$ cat src/design/rmab_pkg.sv
// Package for the RGB565 masked alpha blend core.
// Holds register indexes, blend constants and shared widths; no dependencies.
`default_nettype none
package rmab_pkg;

	localparam int unsigned PIX_W = 16;
	localparam int unsigned MASK_W = 8;
	localparam int unsigned CFG_IDX_W = 2;
	localparam int unsigned CFG_DATA_W = 16;

	localparam logic [7:0] FULL_COVER_LEVEL = 8'd253;
	localparam logic [7:0] COVER = 8'hFF;
	localparam logic [31:0] SPREAD_MASK = 32'h07E0F81F;

	typedef enum logic [CFG_IDX_W-1:0] {
		CFG_FILL_COLOR = 2'd0,
		CFG_OPACITY    = 2'd1,
		CFG_BYTE_SWAP  = 2'd2
	} cfg_idx_t;

	typedef logic [PIX_W-1:0] pixel_t;

endpackage
`default_nettype wire

$ cat src/design/rmab_if.sv
// Stream interfaces for the RGB565 masked alpha blend core.
// Depends on rmab_pkg for the pixel and mask widths.
`default_nettype none
interface rmab_in_if;
	import rmab_pkg::*;
	logic                 valid;
	logic                 ready;
	logic                 command;
	logic [PIX_W-1:0]     source_pixel;
	logic [PIX_W-1:0]     dest_pixel;
	logic [MASK_W-1:0]    mask_value;
	logic                 mask_present;

	modport source (output valid, command, source_pixel, dest_pixel, mask_value,
		mask_present, input ready);
	modport sink (input valid, command, source_pixel, dest_pixel, mask_value,
		mask_present, output ready);
endinterface

interface rmab_out_if;
	import rmab_pkg::*;
	logic                 valid;
	logic                 ready;
	logic [PIX_W-1:0]     result_pixel;
	logic                 pixel_written;

	modport source (output valid, result_pixel, pixel_written, input ready);
	modport sink (input valid, result_pixel, pixel_written, output ready);
endinterface
`default_nettype wire

$ cat src/design/rgb565_masked_alpha_blend_core.sv
// Top level of the RGB565 masked alpha blend core: four-stage blend pipeline.
// Depends on rmab_pkg and the stream interfaces in rmab_if.sv.
//
// The core accepts one pixel transaction per clock while the output is not
// stalled and returns one result per transaction, in order. Stage one
// registers the operands and the 8x8 mask-by-opacity product, stage two
// forms the effective opacity and the spread channel difference, stage
// three holds the 32x6 channel-weight product, and stage four holds the
// folded, byte-ordered result. The whole pipeline advances whenever the
// output stage is empty or its result is taken, so a stall holds every
// stage in place. Configuration writes take effect at once and are meant to
// happen only while no transaction is in flight.
`default_nettype none
module rgb565_masked_alpha_blend_core
	import rmab_pkg::*;
(
	input  wire logic                  clk,
	input  wire logic                  arst_n,
	input  wire logic                  wr_en,
	input  wire logic [CFG_IDX_W-1:0]  wr_index,
	input  wire logic [CFG_DATA_W-1:0] wr_data,
	rmab_in_if.sink                    pixel_in,
	rmab_out_if.source                 pixel_out
);

	pixel_t     fill_color_q;
	logic [7:0] opacity_q;
	logic       byte_swap_q;

	always_ff @(posedge clk or negedge arst_n) begin
		if (!arst_n) begin
			fill_color_q <= '0;
			opacity_q    <= 8'hFF;
			byte_swap_q  <= 1'b0;
		end else if (wr_en) begin
			case (cfg_idx_t'(wr_index))
				CFG_FILL_COLOR: fill_color_q <= wr_data[15:0];
				CFG_OPACITY:    opacity_q    <= wr_data[7:0];
				CFG_BYTE_SWAP:  byte_swap_q  <= wr_data[0];
				default: ;
			endcase
		end
	end

	function automatic pixel_t swap_bytes(input pixel_t p, input logic en);
		swap_bytes = en ? {p[7:0], p[15:8]} : p;
	endfunction

	logic advance;
	logic v_s1, v_s2, v_s3, v_s4;

	assign advance        = !v_s4 || pixel_out.ready;
	assign pixel_in.ready = advance;

	always_ff @(posedge clk or negedge arst_n) begin
		if (!arst_n) begin
			v_s1 <= 1'b0;
			v_s2 <= 1'b0;
			v_s3 <= 1'b0;
			v_s4 <= 1'b0;
		end else if (advance) begin
			v_s1 <= pixel_in.valid;
			v_s2 <= v_s1;
			v_s3 <= v_s2;
			v_s4 <= v_s3;
		end
	end

	// Stage one: operand capture and mask-by-opacity product.
	logic        cmd_s1, use_mask_s1;
	pixel_t      fg_s1, dst_s1;
	logic [7:0]  mask_s1;
	logic [15:0] prod_s1;

	always_ff @(posedge clk) begin
		if (advance) begin
			cmd_s1      <= pixel_in.command;
			use_mask_s1 <= !pixel_in.command || pixel_in.mask_present;
			fg_s1       <= pixel_in.command ? pixel_in.source_pixel : fill_color_q;
			dst_s1      <= pixel_in.dest_pixel;
			mask_s1     <= pixel_in.mask_value;
			prod_s1     <= 16'(pixel_in.mask_value) * 16'(opacity_q);
		end
	end

	// Stage two: effective opacity, weight and spread difference.
	logic [7:0]  eff_c;
	logic [8:0]  wsum_c;
	logic [31:0] fg_sp_c, bg_sp_c;
	logic        written_s2, full_s2;
	logic [5:0]  w_s2;
	logic [31:0] diff_s2, bg_s2;
	pixel_t      fg_s2, dst_s2;

	always_comb begin
		if (!use_mask_s1)
			eff_c = opacity_q;
		else if (!cmd_s1 && opacity_q >= FULL_COVER_LEVEL)
			eff_c = mask_s1;
		else if (mask_s1 == COVER)
			eff_c = opacity_q;
		else
			eff_c = prod_s1[15:8];
		wsum_c  = 9'(eff_c) + 9'd4;
		fg_sp_c = {2{swap_bytes(fg_s1, byte_swap_q)}} & SPREAD_MASK;
		bg_sp_c = {2{swap_bytes(dst_s1, byte_swap_q)}} & SPREAD_MASK;
	end

	always_ff @(posedge clk) begin
		if (advance) begin
			written_s2 <= !(use_mask_s1 && mask_s1 == 8'd0);
			full_s2    <= eff_c == COVER;
			w_s2       <= wsum_c[8:3];
			diff_s2    <= fg_sp_c - bg_sp_c;
			bg_s2      <= bg_sp_c;
			fg_s2      <= fg_s1;
			dst_s2     <= dst_s1;
		end
	end

	// Stage three: channel-weight product.
	logic        written_s3, full_s3;
	logic [5:0]  w_s3;
	logic [31:0] mul_s3, bg_s3;
	pixel_t      fg_s3, dst_s3;

	always_ff @(posedge clk) begin
		if (advance) begin
			written_s3 <= written_s2;
			full_s3    <= full_s2;
			w_s3       <= w_s2;
			mul_s3     <= diff_s2 * 32'(w_s2);
			bg_s3      <= bg_s2;
			fg_s3      <= fg_s2;
			dst_s3     <= dst_s2;
		end
	end

	// Stage four: rescale, fold and restore byte order, or pass the destination or foreground through.
	logic [31:0] mix_c;
	pixel_t      fold_c;
	pixel_t      result_s4, dst_s4;
	logic        written_s4;

	always_comb begin
		mix_c  = ((mul_s3 >> 5) + bg_s3) & SPREAD_MASK;
		fold_c = mix_c[31:16] | mix_c[15:0];
	end

	always_ff @(posedge clk) begin
		if (advance) begin
			written_s4 <= written_s3;
			dst_s4     <= dst_s3;
			if (!written_s3)
				result_s4 <= dst_s3;
			else if (full_s3)
				result_s4 <= fg_s3;
			else
				result_s4 <= swap_bytes(fold_c, byte_swap_q);
		end
	end

	assign pixel_out.valid         = v_s4;
	assign pixel_out.result_pixel  = result_s4;
	assign pixel_out.pixel_written = written_s4;

`ifndef NO_ASSERTIONS
	a_stall_holds: assert property (@(posedge clk) disable iff (!arst_n)
		v_s4 && !pixel_out.ready |=> v_s4 && $stable(result_s4) && $stable(written_s4))
		else $error("stalled result changed");

	a_unwritten_is_dest: assert property (@(posedge clk) disable iff (!arst_n)
		v_s4 && !written_s4 |-> result_s4 == dst_s4)
		else $error("unwritten pixel differs from destination");

	a_no_loss: assert property (@(posedge clk) disable iff (!arst_n)
		advance && v_s3 |=> v_s4)
		else $error("stage three transaction lost");

	a_weight_range: assert property (@(posedge clk) disable iff (!arst_n)
		v_s3 |-> w_s3 <= 6'd32)
		else $error("mix weight out of range");
`endif

endmodule
`default_nettype wire
$ cat src/flat_wrapper.sv
// flat-port wrapper written by rule: the top's interface ports become plain ports
module rgb565_masked_alpha_blend_core_flat import rmab_pkg::*;
  (clk, arst_n, wr_en, wr_index, wr_data, pixel_in_valid, pixel_in_command, pixel_in_source_pixel, pixel_in_dest_pixel, pixel_in_mask_value, pixel_in_mask_present, pixel_in_ready, pixel_out_valid, pixel_out_result_pixel, pixel_out_pixel_written, pixel_out_ready);
  rmab_in_if pixel_in_i ();
  rmab_out_if pixel_out_i ();
  input  wire logic clk;
  input  wire logic arst_n;
  input  wire logic wr_en;
  input  wire logic [CFG_IDX_W-1:0] wr_index;
  input  wire logic [CFG_DATA_W-1:0] wr_data;
  input wire logic [$bits(pixel_in_i.valid)-1:0] pixel_in_valid;
  input wire logic [$bits(pixel_in_i.command)-1:0] pixel_in_command;
  input wire logic [$bits(pixel_in_i.source_pixel)-1:0] pixel_in_source_pixel;
  input wire logic [$bits(pixel_in_i.dest_pixel)-1:0] pixel_in_dest_pixel;
  input wire logic [$bits(pixel_in_i.mask_value)-1:0] pixel_in_mask_value;
  input wire logic [$bits(pixel_in_i.mask_present)-1:0] pixel_in_mask_present;
  output wire logic [$bits(pixel_in_i.ready)-1:0] pixel_in_ready;
  output wire logic [$bits(pixel_out_i.valid)-1:0] pixel_out_valid;
  output wire logic [$bits(pixel_out_i.result_pixel)-1:0] pixel_out_result_pixel;
  output wire logic [$bits(pixel_out_i.pixel_written)-1:0] pixel_out_pixel_written;
  input wire logic [$bits(pixel_out_i.ready)-1:0] pixel_out_ready;
  assign pixel_in_i.valid = pixel_in_valid;
  assign pixel_in_i.command = pixel_in_command;
  assign pixel_in_i.source_pixel = pixel_in_source_pixel;
  assign pixel_in_i.dest_pixel = pixel_in_dest_pixel;
  assign pixel_in_i.mask_value = pixel_in_mask_value;
  assign pixel_in_i.mask_present = pixel_in_mask_present;
  assign pixel_in_ready = pixel_in_i.ready;
  assign pixel_out_valid = pixel_out_i.valid;
  assign pixel_out_result_pixel = pixel_out_i.result_pixel;
  assign pixel_out_pixel_written = pixel_out_i.pixel_written;
  assign pixel_out_i.ready = pixel_out_ready;
  rgb565_masked_alpha_blend_core u_core (.clk(clk), .arst_n(arst_n), .wr_en(wr_en), .wr_index(wr_index), .wr_data(wr_data), .pixel_in(pixel_in_i), .pixel_out(pixel_out_i));
endmodule
$ cat config.mk
export PLATFORM = sky130hd
export DESIGN_NAME = rgb565_masked_alpha_blend_core_flat
export DESIGN_NICKNAME = d
export VERILOG_FILES = /design/src/design/rmab_pkg.sv /design/src/design/rmab_if.sv /design/src/design/rgb565_masked_alpha_blend_core.sv /design/src/flat_wrapper.sv
export SDC_FILE = /design/constraint.sdc
export NUM_CORES = 1
export LEC_CHECK = 0
export BUFFER_PORTS_ARGS = -buffer_cell sky130_fd_sc_hd__buf_2
export CORE_ASPECT_RATIO = 1.25
export CORE_MARGIN = 8
export CORE_UTILIZATION = 35
export DETAILED_ROUTE_END_ITERATION = 10
export HOLD_SLACK_MARGIN = 0.12
export SLEW_MARGIN = 20
export SYNTH_ARGS = -nofsm -noshare
export SYNTH_HDL_FRONTEND = slang
export SYNTH_SLANG_ARGS = --single-unit
$ cat constraint.sdc
create_clock -name clk -period 7.31 [get_ports clk]
set_input_delay 0.3655 -clock clk [delete_from_list [all_inputs] [get_ports clk]]
set_output_delay 0.3655 -clock clk [all_outputs]
set_load 0.01 [all_outputs]
==> key figures, run 1 <==
Clock network
  – CTS Buffer Depth: 3
  – Clock Tree Root: clkbuf_16
  – Reg clk slew, reported paths: 70 ps
  – Clk Latency, worst-skew pair: around 570 ps
  – Total CTS buffers: 27
  – CTS H-Tree Depth: 1
  – Num Clock Sinks: 255
  – Post-CTS Repair Setup Buffers: 0
  – CTS tree: done

Global routing
  – Number of antenna violations at the first check in global routing: 0
  – First-pass GRT wire length: 62,900 microns
  – Grt total ovfl: 0
  – Vias in the first global route: 11,758
  – Total Routing Usage GR: 13.6%
  – Largest net degree at the start of global routing: 188

Logic synthesis
  – Cells after Synth: 1,502
  – Post-synth EDFFs: 226
  – Sequential-to-total area share from yosys stat: a little over two fifths
  – Yosys reg bits: ~260
  – Synth cell types: 70
  – Synth Warn #: 0
  – Synth Flop Type: edfxtp_1
  – Avg Inst Size Synth: 11.7 sq um
  – Post-Syn Area: 0.0176 sq mm
  – Async S/R FF share, synth: 11.4%
  – Post-synth net total: 1,808

STA
  – Tmin final: 5230 ps
  – Hold Violations, Final: 0
  – Setup Skew: between 30 and 40 ps
  – Period utilization: between 70% and 80%
  – Final setup fails: 0
  – Rel. slew slack: between 30% and 40%
  – Fin. max-slew vios: 0
  – Actual slew at the worst max-slew pin: 975 ps
  – Unrepaired setup endpoints after global routing: false
  – Setup TNS: 0 ps
  – Fmax achieved: 191 MHz

Route
  – # DRC: 0
  – DR vias/cell: 4.69
  – Routed len/inst: 16.9 microns
  – Routed WL: 39,000 microns
  – Vias: between 10,000 and 15,000
  – Routed Antenna Nets: 0
  – Pre-Repair DR Iteration Count: 4
  – Drt initial violations: 482

Floorplan
  – Chip height: between 200 and 300 microns
  – Overall die area: around 0.058 sq mm
  – Die X: 216 microns
  – Core area: about 0.05 sq mm
  – Initial Util: approximately a third
  – FP Rows: between 90 and 100
  – I/O pin cnt: between 80 and 90

Layout
  – Fill count: around 4,700
  – Sequential cell area: roughly 0.0075 sq mm
  – P&R area growth vs syn: 14.6%
  – Final net count: 1,934
  – Layout cells sized above 1: 14.1%
  – Most common cell after layout, fill and taps aside: inv_1
  – Most frequent cells in the layout: 243 x inv_1, 226 x edfxtp_1, 166 x and2_1, 145 x fa_1, 96 x ha_1
  – Final instance area: 0.0201 sq mm
  – N_diodes: 0
  – Multi-input gate area: approximately 0.0090 sq mm
  – Fin cells: 2,307

Critical path
  – WP data arrival: 5550 ps
  – Worst Reg-to-Reg Cells: 16
  – Worst r2r dst: u_core.mul_s3[31]
  – Critical Path Fanout Max: 26
  – Crit path to: u_core.mul_s3[31]
  – Max incr delay on CP: 870 ps
  – Crit start category: register
  – Crit path max-delay cell type: edfxtp_1
  – CP cell instances: nand2_1 -> fa_1 -> inv_1 -> fa_1 -> inv_1 -> fa_1 -> inv_1 -> ha_1 -> nand4_2 -> o21ai_1 -> nor4_2 -> a221oi_2 -> a41oi_4 -> o221ai_2 -> a21oi_2 -> xnor2_1
  – Crit path capture type: register
  – Cell family with most CP delay: adder cells
  – Launch point of the worst reg-to-reg path: u_core.w_s2[4]
  – Category of the most critical setup path: register to register
  – Critical Path Start: u_core.w_s2[4]
  – Worst reg2reg setup slack: 2080 ps
  – WP data required: ~7600 ps
  – Critical path buffers and inverters: 3
  – WP depth: 16

Worst hold path
  – Hold crit path type: input port to register

Place
  – GPL Wtd Cong: 0.835
  – Final HPWL DP: 30,400 microns
  – Count of input and output buffers: 83
  – Placed Cells: between 2,000 and 2,500
  – Area post-placement: 0.0187 sq mm

Outcome
  – Status: complete, no violations

Run
  – Max_cap viols: 0
## stage by stage
stage	setup slack [ps]	hold WS, ps	utilization, %
2_1_floorplan	408	69.9	-
3_3_place_gp	2130	402	37.4
3_5_place_dp	2000	405	37.4
4_1_cts	2020	122	40.2
5_1_grt	1730	141	40.2
6_report	2080	159	40.2
## cell usage after synthesis, types with 3 or more instances
library cell	count	area (sq um)
buf_2	3	15.0
o21ai_0	20	100
inv_1	243	912
o211ai_1	3	22.5
nor3_1	16	80.1
ha_1	96	1200
mux2i_1	29	290
nor2b_1	11	68.8
a21oi_1	59	295
a311oi_1	4	35.0
o21a_1	10	75.1
dfrtp_1	21	526
or3_1	3	18.8
a21o_1	16	120
nand4_1	7	43.8
xor2_1	21	184
a211oi_1	4	30.0
edfxtp_1	226	6790
o21ai_1	5	25.0
clkbuf_1	30	113
nand3_1	15	75.1
fa_1	145	2900
nand2_1	95	357
o21ai_2	3	26.3
a221o_1	5	50.1
nand2b_1	8	50.1
dfstp_2	8	210
buf_1	3	11.3
xnor2_1	44	385
a221oi_2	3	45.0
nor2_1	51	191
a31oi_1	7	43.8
a22oi_1	4	30.0
o21bai_1	4	30.0
and2_1	166	1040
a21oi_2	3	26.3
and3_1	7	43.8
mux2_2	60	676
## kinds of logic (layout without fill, tap and decap cells)
| kind of cell | count (synthesis) | count (layout) | share of synthesized area, % |
|---|---|---|---|
| AO/OA/AOI/OAI | 175 | 175 | 7.02 |
| AND/OR/NAND/NOR | 395 | 395 | 12.0 |
| multiplexers | 89 | 89 | 5.50 |
| flip-flops | 255 | 255 | 42.8 |
| buffers and inverters | 282 | 429 | 6.07 |
| XOR/XNOR | 65 | 65 | 3.24 |
| adder cells (fa/ha/maj) | 241 | 241 | 23.4 |
## worst min path at each step
stage                                 startpoint            endpoint  slack [ps]  cells after the start
after floorplan                           arst_n  u_core.byte_swap_q          70                      0
after global placement          u_core.bg_s2[25]    u_core.bg_s3[25]         400                      0
after detailed placement         u_core.bg_s2[0]     u_core.bg_s3[0]         400                      0
after CTS                 pixel_in_mask_value[7]   u_core.mask_s1[7]         120                      1
after global routing      pixel_in_mask_value[7]   u_core.mask_s1[7]         140                      1
final                     pixel_in_mask_value[5]   u_core.mask_s1[5]         160                      1
## metal layers
layer	up-vias	part of all wire (%)	GRT usage, %
li1	5271	-	-
met1	5331	42	16.3
met3	55	3.4	1.97
met5	-	0	0
met2	168	51	24.6
met4	0	3.1	4.68
## flip-flops by register name (all words and copies together) (netlist names), 6 cells and up
register / cells
u_core.fg_s2: 16
u_core.w_s2: 6
u_core.dst_s3: 16
u_core.bg_s2: 16
u_core.diff_s2: 26
u_core.fill_color_q: 16
u_core.mul_s3: 27
u_core.dst_s2: 16
u_core.dst_s1: 16
u_core.bg_s3: 16
u_core.opacity_q: 8
u_core.fg_s1: 16
u_core.mask_s1: 8
u_core.pixel_out.result_pixel: 16
u_core.fg_s3: 16
u_core.prod_s1: 8
## worst reg2reg max path, delay by kind of cell (launching register included)
kind / cells / cell delay [ps]
adders and majority gates: 4 / 2030
xor gates and xnor gates: 1 / 130
DFF: 1 / 870
and+or+nand+nor: 3 / 470
AOI/OAI and AO/OA: 5 / 1350
buffers and inverters: 3 / 140
## layout make-up
class,instances,share of cell area (%)
clock buffer,36,3.78
clock inverter,14,0.895
inverter,244,4.55
multi-input combinational,965,44.7
sequential,255,37.4
tap,658,4.09
timing repair buffer,135,4.65
## repair_timing
item | in CTS | in global routing
hold buffers | 47 | 0
resized for setup | 0 | 0
hold endpoints to repair | 76 | 0
endpoints found under the setup margin | 0 | 0
Power of run 1 is not shown: default switching activity piles up to over one toggle a cycle in this logic, so the estimate is an artifact.
==> inputs of run 2 (changes only) <==
==> constraint.sdc (replaced) <==
create_clock -name clk -period 4.2 [get_ports clk]
set_input_delay 0.21 -clock clk [delete_from_list [all_inputs] [get_ports clk]]
set_output_delay 0.21 -clock clk [all_outputs]
set_load 0.01 [all_outputs]
==> key figures, run 2 (synthesis gave the netlist of run 1 again) <==
Floorplan
  – FP Rows: 92
  – Die X: 216 microns
  – Chip height: 266 microns
  – I/O pin cnt: 84
  – Core area: between 0.05 and 0.06 sq mm
  – Initial Util: 35.1%
  – Overall die area: 0.0577 sq mm

Worst hold path
  – Hold Crit Start: pixel_in_command
  – Hold crit path type: input port to register

Global routing
  – First-pass GRT wire length: 67,800 microns
  – Largest net degree at the start of global routing: 84
  – Number of antenna violations at the first check in global routing: 0
  – Vias in the first global route: roughly 13,000
  – Total Routing Usage GR: between 10% and 20%
  – Grt total ovfl: 0

Place
  – Final HPWL DP: between 30,000 and 40,000 microns
  – Pre-CTS setup slack: -425 ps
  – Count of input and output buffers: 83
  – GPL Wtd Cong: 0.847

STA
  – Tmin final: 4500 ps
  – Setup TNS: -2820 ps
  – Setup ws final: -298 ps
  – Setup Skew: 26.8 ps
  – Fin. max-slew vios: 0
  – Hold Violations, Final: 0
  – Rel. slew slack: 44.3%
  – Actual slew at the worst max-slew pin: 835 ps
  – Unrepaired setup endpoints after global routing: true
  – Final setup fails: 21
  – Period utilization: 107%
  – Fmax achieved: 222 MHz

Critical path
  – Worst reg2reg setup slack: -300 ps
  – Crit path capture type: register
  – WP data arrival: 4820 ps
  – Most used cell, CP: fa_1
  – Category of the most critical setup path: register to register
  – Worst r2r dst: u_core.prod_s1[15]
  – Critical Path Start: u_core.opacity_q[2]
  – Crit start category: register
  – Critical Path Fanout Max: 6
  – Max incr delay on CP: 600 ps
  – WP data required: 4520 ps
  – CP cell instances: and2_1 -> fa_1 -> fa_1 -> fa_1 -> inv_1 -> fa_1 -> inv_1 -> ha_1 -> or3_1 -> o221a_4 -> a211o_1 -> a21oi_2 -> xnor2_1
  – Critical path buffers and inverters: 2
  – WP depth: 13
  – Worst Reg-to-Reg Cells: 13
  – Crit path max-delay cell type: dfstp_2
  – Cell family with most CP delay: adder cells
  – Crit path to: u_core.prod_s1[15]
  – Launch point of the worst reg-to-reg path: u_core.opacity_q[2]

Layout
  – Biggest regs: u_core.mul_s3 (27), u_core.diff_s2 (26)
  – Register with the most flip-flops: u_core.mul_s3
  – P&R area growth vs syn: 26.6%
  – Final net count: 2,111
  – N_diodes: 0
  – Layout cells sized above 1: 27.5%
  – Max FFs per register: 27
  – Most frequent cells in the layout: 226 x inv_1, 226 x edfxtp_1, 144 x buf_4, 142 x fa_1, 140 x and2_1

Clock network
  – Clk Latency, worst-skew pair: 580 ps
  – CTS H-Tree Depth: 1
  – Num Clock Sinks: 255
  – CTS tree: done
  – Clock Tree Root: clkbuf_16
  – Reg clk slew, reported paths: 60 ps
  – Total CTS buffers: 28
  – CTS Buffer Depth: 3

Route
  – Routed Antenna Nets: 0
  – Routed WL: 42,200 microns
  – Pre-Repair DR Iteration Count: 5
  – Vias: about 12,000
  – Drt initial violations: 505
  – # DRC: 0
  – DR vias/cell: between 4 and 5
  – Routed len/inst: approximately 17 microns

Outcome
  – Violated checks: negative setup slack
  – Status: finished with violations

Run
  – Max_cap viols: 0
==> run 2: changes by cell type in the layout (fill, tap and decap cells not counted), moves of 9 or more <==
cell           change
ha_1              -19
ha_4              +18
nand2_1           -10
and2_4            +26
a21oi_1           -13
buf_6             +14
a21oi_2            +9
and2_1            -26
buf_4            +140
inv_1             -17
inv_2             +17
dlygate4sd3_1     +15
==> run 2: how the worst min path moves through the flow <==
stage | to | slack [ps] | cells after the start
global route | u_core.cmd_s1 | 140 | 1
floorplan | u_core.byte_swap_q | -90 | 0
finish | u_core.cmd_s1 | 140 | 1
CTS | u_core.cmd_s1 | 130 | 1
detailed placement | u_core.fill_color_q[7] | 280 | 1
global placement | u_core.fill_color_q[9] | 280 | 1
==> run 2: what timing repair did <==
item,4_1_cts,5_1_grt
gates cloned,2,0
hold endpoints to repair,96,0
hold buffers,62,0
pin swaps,49,27
endpoints found under the setup margin,25,26
buffers inserted,23,11
resized for setup,71,41
==> run 2: metal layers <==
| metal | GRT usage [%] | part of all wire [%] |
|---|---|---|
| met2 | 27.4 | 52 |
| met4 | 3.57 | 2.0 |
| met3 | 1.85 | 3.4 |
| met5 | 0 | 0 |
| met1 | 17.2 | 42 |
==> run 2: layout make-up <==
class | instances | area [sq um]
multi-input cells | 965 | 9650
inverters | 244 | 916
flip-flops and latches | 255 | 7520
clock buffers | 40 | 756
repair buffers | 311 | 2430
fillers | 4583 | 27800
clock inverters | 12 | 134
well taps | 658 | 823
==> run 2: metrics by stage <==
stage          hold WS (ps)  cell area, sq um  utilization [%]  cells
2_1_floorplan         -85.6             18000                -   1502
3_3_place_gp            278             20100             40.0   2338
3_5_place_dp            285             20100             40.0   2338
4_1_cts                 126             22000             44.0   2475
5_1_grt                 135             22200             44.4   2485
6_report                141             22200             44.4   2485
Power of run 2 is left out for the same reason.
